`config.mk`:
```
export PLATFORM = sky130hd
export DESIGN_NAME = baro_sensor_compensation_top
export DESIGN_NICKNAME = d
export VERILOG_FILES = /design/src/rtl/core/bsc_pkg.sv /design/src/rtl/core/baro_sensor_compensation_top.sv
export VERILOG_INCLUDE_DIRS = /design/src /design/src/rtl/core
export SDC_FILE = /design/constraint.sdc
export NUM_CORES = 2
export LEC_CHECK = 0
export BUFFER_PORTS_ARGS = -buffer_cell sky130_fd_sc_hd__buf_2
export CORE_UTILIZATION = 62
export DETAILED_ROUTE_END_ITERATION = 7
export GPL_TIMING_DRIVEN = 0
export HOLD_SLACK_MARGIN = 0.08
export PLACE_DENSITY = 0.87
export REMOVE_ABC_BUFFERS = 1
export SKIP_LAST_GASP = 1
export SLEW_MARGIN = 5
export SYNTH_ARGS = -nofsm -noshare
export SYNTH_HDL_FRONTEND = slang
export SYNTH_SLANG_ARGS = --single-unit
```
`constraint.sdc`:
```
create_clock -name clk -period 14 [get_ports clk]
set_input_delay 0.7 -clock clk [delete_from_list [all_inputs] [get_ports clk]]
set_output_delay 0.7 -clock clk [all_outputs]
set_load 0.05 [all_outputs]
```
`src/rtl/core/assert_macros.svh`:
```
// assertion macros included by baro_sensor_compensation_top
`ifndef ASSERT_MACROS_SVH
`define ASSERT_MACROS_SVH

// property checked on every rising clock edge outside reset
`define BSC_ASSERT(label, prop) \
    label: assert property (@(posedge clk) disable iff (!rst_n) prop) \
        else $error("assertion failed in %m");

// condition that must never hold outside reset
`define BSC_NEVER(label, cond) \
    label: assert property (@(posedge clk) disable iff (!rst_n) !(cond)) \
        else $error("assertion failed in %m");

`endif

```
`src/rtl/core/bsc_pkg.sv`:
```
// package with widths, codes and constants of the barometric compensation block
`default_nettype none

package bsc_pkg;

    localparam int RAW_W     = 24;
    localparam int CAL_W     = 16;
    localparam int VALUE_W   = 32;
    localparam int CFG_IDX_W = 3;

    localparam int TD_W   = 26;
    localparam int MA_W   = 26;
    localparam int MB_W   = 19;
    localparam int MP_W   = MA_W + MB_W;
    localparam int OFF_W  = 40;
    localparam int SENS_W = 36;
    localparam int ACC_W  = 60;
    localparam int DIFF_W = 41;
    localparam int SAT_W  = VALUE_W + 1;

    localparam int REF_T_SHIFT = 8;
    localparam int TEMP_SHIFT  = 23;
    localparam int OFF_SHIFT   = 7;
    localparam int SENS_SHIFT  = 8;
    localparam int C2_SHIFT    = 16;
    localparam int C1_SHIFT    = 15;
    localparam int PROD_SHIFT  = 21;
    localparam int P_SHIFT     = 15;
    localparam int SENS_SPLIT  = 17;
    localparam int P_W         = DIFF_W - P_SHIFT;

    localparam logic signed [VALUE_W-1:0] TEMP_BASE = 32'sd2000;
    localparam logic signed [SAT_W-1:0]   SAT_MAX   = 33'sh0_7FFF_FFFF;
    localparam logic signed [SAT_W-1:0]   SAT_MIN   = 33'sh1_8000_0000;

    typedef enum logic [CFG_IDX_W-1:0] {
        CFG_SENS_AT_REF      = 3'd0,
        CFG_OFFSET_AT_REF    = 3'd1,
        CFG_SENS_TEMP_COEF   = 3'd2,
        CFG_OFFSET_TEMP_COEF = 3'd3,
        CFG_REF_TEMPERATURE  = 3'd4,
        CFG_TEMP_SENSITIVITY = 3'd5
    } cfg_idx_t;

    typedef enum logic [0:0] {
        FUNC_TEMP  = 1'b0,
        FUNC_PRESS = 1'b1
    } func_t;

    typedef enum logic [10:0] {
        S_IDLE       = 11'b000_0000_0001,
        S_T_MUL      = 11'b000_0000_0010,
        S_T_FIN      = 11'b000_0000_0100,
        S_P_MUL_OFF  = 11'b000_0000_1000,
        S_P_MUL_SENS = 11'b000_0001_0000,
        S_P_SENS     = 11'b000_0010_0000,
        S_P_MUL_LO   = 11'b000_0100_0000,
        S_P_MUL_HI   = 11'b000_1000_0000,
        S_P_ACC      = 11'b001_0000_0000,
        S_P_FIN      = 11'b010_0000_0000,
        S_SPARE      = 11'b100_0000_0000
    } state_t;

endpackage

`default_nettype wire

```
`src/rtl/core/baro_sensor_compensation_top.sv`:
```
// Temperature item: S_T_MUL, then S_T_FIN registers the result; the next item waits for S_IDLE.
// Pressure item: S_P_MUL_OFF through S_P_ACC, then S_P_FIN registers the result.
// Both share the one 26x19 signed multiplier, one product per cycle unless S_T_FIN is stalled.
// A waiting result holds the finishing step until it is taken; no new item enters meanwhile.
// Asynchronous active-low reset clears control, calibration words and stored temperature difference.
`default_nettype none
`include "assert_macros.svh"

module baro_sensor_compensation_top (
    input  logic                               clk,
    input  logic                               rst_n,
    input  logic                               cfg_valid,
    output logic                               cfg_ready,
    input  logic [bsc_pkg::CFG_IDX_W-1:0]      cfg_index,
    input  logic [bsc_pkg::CAL_W-1:0]          cfg_data,
    input  logic                               in_valid,
    output logic                               in_ready,
    input  logic                               func,
    input  logic [bsc_pkg::RAW_W-1:0]          raw_sample,
    output logic                               out_valid,
    input  logic                               out_ready,
    output logic                               kind,
    output logic signed [bsc_pkg::VALUE_W-1:0] value,
    output logic                               saturated
);
    import bsc_pkg::*;

    state_t state_reg, state_next;

    logic [CAL_W-1:0] c1_reg, c2_reg, c3_reg, c4_reg, c5_reg, c6_reg;
    logic signed [TD_W-1:0] td_reg;
    logic [RAW_W-1:0] raw_reg;
    logic func_reg;
    logic signed [MP_W-1:0] prod_reg;
    logic signed [OFF_W-1:0] off_reg;
    logic signed [SENS_W-1:0] sens_reg;
    logic signed [ACC_W-1:0] acc_reg;

    logic out_valid_reg, kind_reg, sat_reg;
    logic signed [VALUE_W-1:0] value_reg;

    logic signed [MA_W-1:0] mul_a;
    logic signed [MB_W-1:0] mul_b;
    logic signed [MP_W-1:0] mul_p;
    logic signed [TD_W-1:0] dt;
    logic signed [OFF_W-1:0] off_sum;
    logic signed [SENS_W-1:0] sens_sum;
    logic signed [ACC_W-1:0] acc_sum;
    logic signed [DIFF_W-1:0] p_diff;
    logic signed [P_W-1:0] p_full;
    logic signed [SAT_W-1:0] p_ext;
    logic signed [VALUE_W-1:0] p_val, t_val;
    logic p_sat;
    logic out_free;
    logic in_xfer;

    assign cfg_ready = 1'b1;
    assign in_ready  = (state_reg == S_IDLE);
    assign in_xfer   = in_valid && in_ready;
    assign out_free  = !out_valid_reg || out_ready;

    assign out_valid = out_valid_reg;
    assign kind      = kind_reg;
    assign value     = value_reg;
    assign saturated = sat_reg;

    // arithmetic datapath around the shared multiplier
    assign dt = $signed({{(TD_W-RAW_W){1'b0}}, raw_reg})
              - $signed({{(TD_W-CAL_W-REF_T_SHIFT){1'b0}}, c5_reg, {REF_T_SHIFT{1'b0}}});

    always_comb
    begin
        mul_a = td_reg;
        mul_b = '0;
        case (state_reg)
            S_T_MUL:
            begin
                mul_a = dt;
                mul_b = $signed({{(MB_W-CAL_W){1'b0}}, c6_reg});
            end
            S_P_MUL_OFF:
            begin
                mul_b = $signed({{(MB_W-CAL_W){1'b0}}, c4_reg});
            end
            S_P_MUL_SENS:
            begin
                mul_b = $signed({{(MB_W-CAL_W){1'b0}}, c3_reg});
            end
            S_P_MUL_LO:
            begin
                mul_a = $signed({{(MA_W-RAW_W){1'b0}}, raw_reg});
                mul_b = $signed({{(MB_W-SENS_SPLIT){1'b0}}, sens_reg[SENS_SPLIT-1:0]});
            end
            S_P_MUL_HI:
            begin
                mul_a = $signed({{(MA_W-RAW_W){1'b0}}, raw_reg});
                mul_b = sens_reg[SENS_W-1:SENS_SPLIT];
            end
            default:
            begin
                mul_a = td_reg;
                mul_b = '0;
            end
        endcase
    end

    assign mul_p = mul_a * mul_b;

    assign t_val = VALUE_W'($signed(prod_reg[MP_W-1:TEMP_SHIFT])) + TEMP_BASE;

    assign off_sum = OFF_W'($signed({1'b0, c2_reg, {C2_SHIFT{1'b0}}}))
                   + OFF_W'($signed(prod_reg[MP_W-1:OFF_SHIFT]));
    assign sens_sum = SENS_W'($signed({1'b0, c1_reg, {C1_SHIFT{1'b0}}}))
                    + SENS_W'($signed(prod_reg[MP_W-1:SENS_SHIFT]));
    assign acc_sum = acc_reg + (ACC_W'(prod_reg) <<< SENS_SPLIT);

    assign p_diff = DIFF_W'($signed(acc_reg[ACC_W-1:PROD_SHIFT])) - DIFF_W'(off_reg);
    assign p_full = p_diff[DIFF_W-1:P_SHIFT];
    assign p_ext  = SAT_W'(p_full);

    always_comb
    begin
        p_sat = 1'b0;
        p_val = VALUE_W'(p_full);
        if (p_ext > SAT_MAX)
        begin
            p_sat = 1'b1;
            p_val = VALUE_W'(SAT_MAX);
        end
        else if (p_ext < SAT_MIN)
        begin
            p_sat = 1'b1;
            p_val = VALUE_W'(SAT_MIN);
        end
    end

    // sequencer
    always_comb
    begin
        state_next = state_reg;
        case (state_reg)
            S_IDLE:
            begin
                if (in_valid)
                begin
                    state_next = (func == FUNC_TEMP) ? S_T_MUL : S_P_MUL_OFF;
                end
            end
            S_T_MUL:      state_next = S_T_FIN;
            S_T_FIN:      state_next = out_free ? S_IDLE : S_T_FIN;
            S_P_MUL_OFF:  state_next = S_P_MUL_SENS;
            S_P_MUL_SENS: state_next = S_P_SENS;
            S_P_SENS:     state_next = S_P_MUL_LO;
            S_P_MUL_LO:   state_next = S_P_MUL_HI;
            S_P_MUL_HI:   state_next = S_P_ACC;
            S_P_ACC:      state_next = S_P_FIN;
            S_P_FIN:      state_next = out_free ? S_IDLE : S_P_FIN;
            default:      state_next = S_IDLE;
        endcase
    end

    always_ff @(posedge clk or negedge rst_n)
    begin
        if (!rst_n)
        begin
            state_reg     <= S_IDLE;
            out_valid_reg <= 1'b0;
            td_reg        <= '0;
            c1_reg        <= '0;
            c2_reg        <= '0;
            c3_reg        <= '0;
            c4_reg        <= '0;
            c5_reg        <= '0;
            c6_reg        <= '0;
        end
        else
        begin
            state_reg <= state_next;
            if (cfg_valid)
            begin
                case (cfg_index)
                    CFG_SENS_AT_REF:      c1_reg <= cfg_data;
                    CFG_OFFSET_AT_REF:    c2_reg <= cfg_data;
                    CFG_SENS_TEMP_COEF:   c3_reg <= cfg_data;
                    CFG_OFFSET_TEMP_COEF: c4_reg <= cfg_data;
                    CFG_REF_TEMPERATURE:  c5_reg <= cfg_data;
                    CFG_TEMP_SENSITIVITY: c6_reg <= cfg_data;
                    default:              ;
                endcase
            end
            if (state_reg == S_T_MUL)
            begin
                td_reg <= dt;
            end
            if ((state_reg == S_T_FIN || state_reg == S_P_FIN) && out_free)
            begin
                out_valid_reg <= 1'b1;
            end
            else if (out_ready)
            begin
                out_valid_reg <= 1'b0;
            end
        end
    end

    // payload registers
    always_ff @(posedge clk)
    begin
        if (in_xfer)
        begin
            raw_reg  <= raw_sample;
            func_reg <= func;
        end
        // temperature product must survive a stalled finishing step
        if (state_reg != S_T_FIN)
        begin
            prod_reg <= mul_p;
        end
        if (state_reg == S_P_MUL_SENS)
        begin
            off_reg <= off_sum;
        end
        if (state_reg == S_P_SENS)
        begin
            sens_reg <= sens_sum;
        end
        if (state_reg == S_P_MUL_HI)
        begin
            acc_reg <= ACC_W'(prod_reg);
        end
        if (state_reg == S_P_ACC)
        begin
            acc_reg <= acc_sum;
        end
        if (state_reg == S_T_FIN && out_free)
        begin
            kind_reg  <= func_reg;
            value_reg <= t_val;
            sat_reg   <= 1'b0;
        end
        if (state_reg == S_P_FIN && out_free)
        begin
            kind_reg  <= func_reg;
            value_reg <= p_val;
            sat_reg   <= p_sat;
        end
    end

    `BSC_ASSERT(a_temp_start, in_xfer && func == FUNC_TEMP |=> state_reg == S_T_MUL)
    `BSC_ASSERT(a_press_start, in_xfer && func == FUNC_PRESS |=> state_reg == S_P_MUL_OFF)
    `BSC_NEVER(a_sat_on_temp, out_valid_reg && sat_reg && kind_reg == FUNC_TEMP)
    `BSC_ASSERT(a_result_hold, out_valid_reg && !out_ready |=> out_valid_reg && $stable(value_reg))
    `BSC_ASSERT(a_acc_order, state_reg == S_P_ACC |-> $past(state_reg) == S_P_MUL_HI)

endmodule

`default_nettype wire
```
==> impl_metrics.ini <==
[run_status]
outcome = complete, but fails checks
violations = design-rule violations, max-capacitance violations

[logic_synthesis]
synth-main-ff-cell = edfxtp_1
ys_ff_latch = 346
syn_area_per_cell_sq_um = 9.84
synth_area_sq_um = 36100
yosysSeqAreaShare_pct = 27.0
synth_edf_count = 214
ys_warn_count = 0
synth-async-reset-ratio_pct = 38.2
synthCells = 3668
synth.distinct_cells = 77

[die]
core-area_sq_um = 57600
die_h_microns = 243
ioPinCount = 86
dieArea_sq_um = 59200
dieWidth_microns = 243
start_util_pct = 62.7
num_rows = 88

[final_layout]
nets = 4496
synthToLayoutAreaGrowth_pct = 8.16
drive_gt1_share_pct = 8.79
largest_reg_flops = 45

[timing]
hold_viol_final = 0
min_period_over_period_pct = 78.3
final.min_clock_period_ps = 10960
slew_headroom_pct = 0.299
slew_viol_final = 0
rsz0062_at_grt = false
fmax_mhz = 91.2
skew_ps = 30.8
setup_viol = 0
worst_pin_slew_ps = 1490
hold_slack_ps = 112

[run]
maxCapViolCount = 1

[setup_path]
crit_path_top_delay_cell = nand2_1
crit_path_frequent_cell = fa_1
rr_startpoint = state_reg[9]
arrival_ps = 11290
crit_path_start = state_reg[9]
cp_slowest_stage_delay_ps = 960
path_class = reg2reg
crit_path_end_kind = register
crit_fanout = 25
required_ps = 14320
cp-start-kind = register

[placement]
gp_congestion = 0.993
dp_hpwl_mm = 76.6
io_buffers = 83

[clock_tree]
clk_pin_slew_ps = 60
cts_hold_buf = 0
postCtsSetupBuffers = 0
htree_levels = 2
cts-root-buf = clkbuf_16
post_cts_resize_count = 0
cts_tree = done
numCtsBuffers = 39
ctsLongestPathBuffers = 3
clock_latency_ps = 600
clkSinkCount = 346

[power_and_ir_drop]
power_mw = 5.30
irDropWorstVdd_v = 0.0000932
p_leak_nw = 19.0
powerDensity_nw_per_um2 = 136

[grt]
gr-usage-all-layers_pct = 34.6
antenna_found_initial = 5
grt_max_degree = 74
grt_pass1_wl_mm = 158
grt_pass1_vias = 29344
grt_remaining_overflow = 0

[detailed_routing]
drc_errors = 2
num_vias = 28015
drt_iter0_markers = 2837
highest_layer = met4
wl_met3_mm = 13.5
wl_per_cell_microns = 22.4
postRouteAntennaNets = 0
drt_first_pass_iters = 8
wirelength_mm = 101
wl_met2_mm = 45.8
wl_met1_mm = 34.7
viasPerCell = 6.21

[worst_hold_path]
worstHoldPathType = in2async
synthesized netlist by cell type (26+ instances only):
| cell type | instances | area share, % |
|---|---|---|
| nor3_1 | 27 | 0.37 |
| xnor2_1 | 104 | 2.5 |
| a21o_1 | 73 | 1.5 |
| nand2_1 | 500 | 5.2 |
| o21ai_0 | 140 | 1.9 |
| o21bai_1 | 29 | 0.60 |
| and2_1 | 27 | 0.47 |
| nor2_1 | 265 | 2.8 |
| nand3_1 | 34 | 0.47 |
| ha_1 | 256 | 8.9 |
| nand2b_1 | 26 | 0.45 |
| xor2_1 | 63 | 1.5 |
| mux2_2 | 90 | 2.8 |
| edfxtp_1 | 214 | 18 |
| clkbuf_1 | 114 | 1.2 |
| inv_1 | 611 | 6.4 |
| dfrtp_1 | 131 | 9.1 |
| fa_1 | 480 | 27 |
| a21oi_1 | 144 | 2.0 |
stage by stage:
| stage | area, sq um | utilization, % | setup TNS (ps) | worst slack, ps | std cells |
|---|---|---|---|---|---|
| floorplan | 35600 | - | 0 | 766 | 3538 |
| global placement | 36900 | 64.1 | -166100 | -5520 | 4386 |
| detailed placement | 37700 | 65.5 | 0 | 3200 | 4433 |
| CTS | 39000 | 67.8 | 0 | 3230 | 4505 |
| global route | 39000 | 67.8 | 0 | 2430 | 4507 |
| finish | 39000 | 67.8 | 0 | 3040 | 4508 |
kinds of logic after synthesis:
| logic type | synth area share [%] |
|---|---|
| and+or+nand+nor | 11.8 |
| buffers and inverters | 7.88 |
| adders and majority gates | 35.5 |
| AOI/OAI and AO/OA | 10.7 |
| DFF | 27.0 |
| xor gates and xnor gates | 4.05 |
| muxes | 3.11 |
| other | 0.0208 |
layout make-up:
type                            instances  area, sq um
Tap cell                              765          957
Fill cell                            3981        18500
Clock buffer                           52         1100
Clock inverter                         20          220
Multi-Input combinational cell       2581        23700
Sequential cell                       346         9730
Antenna cell                            1         2.50
Timing Repair Buffer                  132         1010
Inverter                              611         2290
placed cells by master, fill, tap and decap left out, types with 63 or more instances in the layout:
cell type,instances
a21o_1,73
a21oi_1,144
nand2_1,500
ha_1,256
inv_1,610
xor2_1,63
buf_2,88
edfxtp_1,214
nor2_1,261
fa_1,480
dfrtp_1,131
mux2_2,90
xnor2_1,104
o21ai_0,139
metal layers:
metal  vias up  GRT usage, %
met5         -             0
met4         0          19.2
met3       467          10.5
met2      1831          55.2
met1     13669          42.0
li1      12048             -
worst paths after layout:
| check | endpoint | slack [ps] | cells past startpoint |
|---|---|---|---|
| worst max-delay path | prod_reg[38] | 3040 | 35 |
| worst min-delay path | out_valid | 110 | 1 |
| worst max register to register | prod_reg[38] | 3040 | 35 |
| worst min register to register | kind | 450 | 0 |
| max in group asynchronous | td_reg[5] | 13070 | 2 |
| min in group clk | raw_reg[18] | 290 | 1 |
where the power goes:
group          leakage [nW]  internal [mW]  total (mW)  switching, mW
registers              3.70           1.34        1.55          0.210
clock network         0.651          0.600        1.06          0.458
logic                  14.6          0.971        2.69           1.72
total                  19.0           2.92        5.30           2.39
critical path, delay by kind of cell, from the launching register on:
family	cells	cell delay (ps)
buffers and inverters	9	1150
DFF	1	430
and+or+nand+nor	10	3070
muxes	1	290
xor gates and xnor gates	1	170
adders and majority gates	8	4110
AOI/OAI and AO/OA	6	1440
Note: power is estimated with default switching activity, not from simulation.
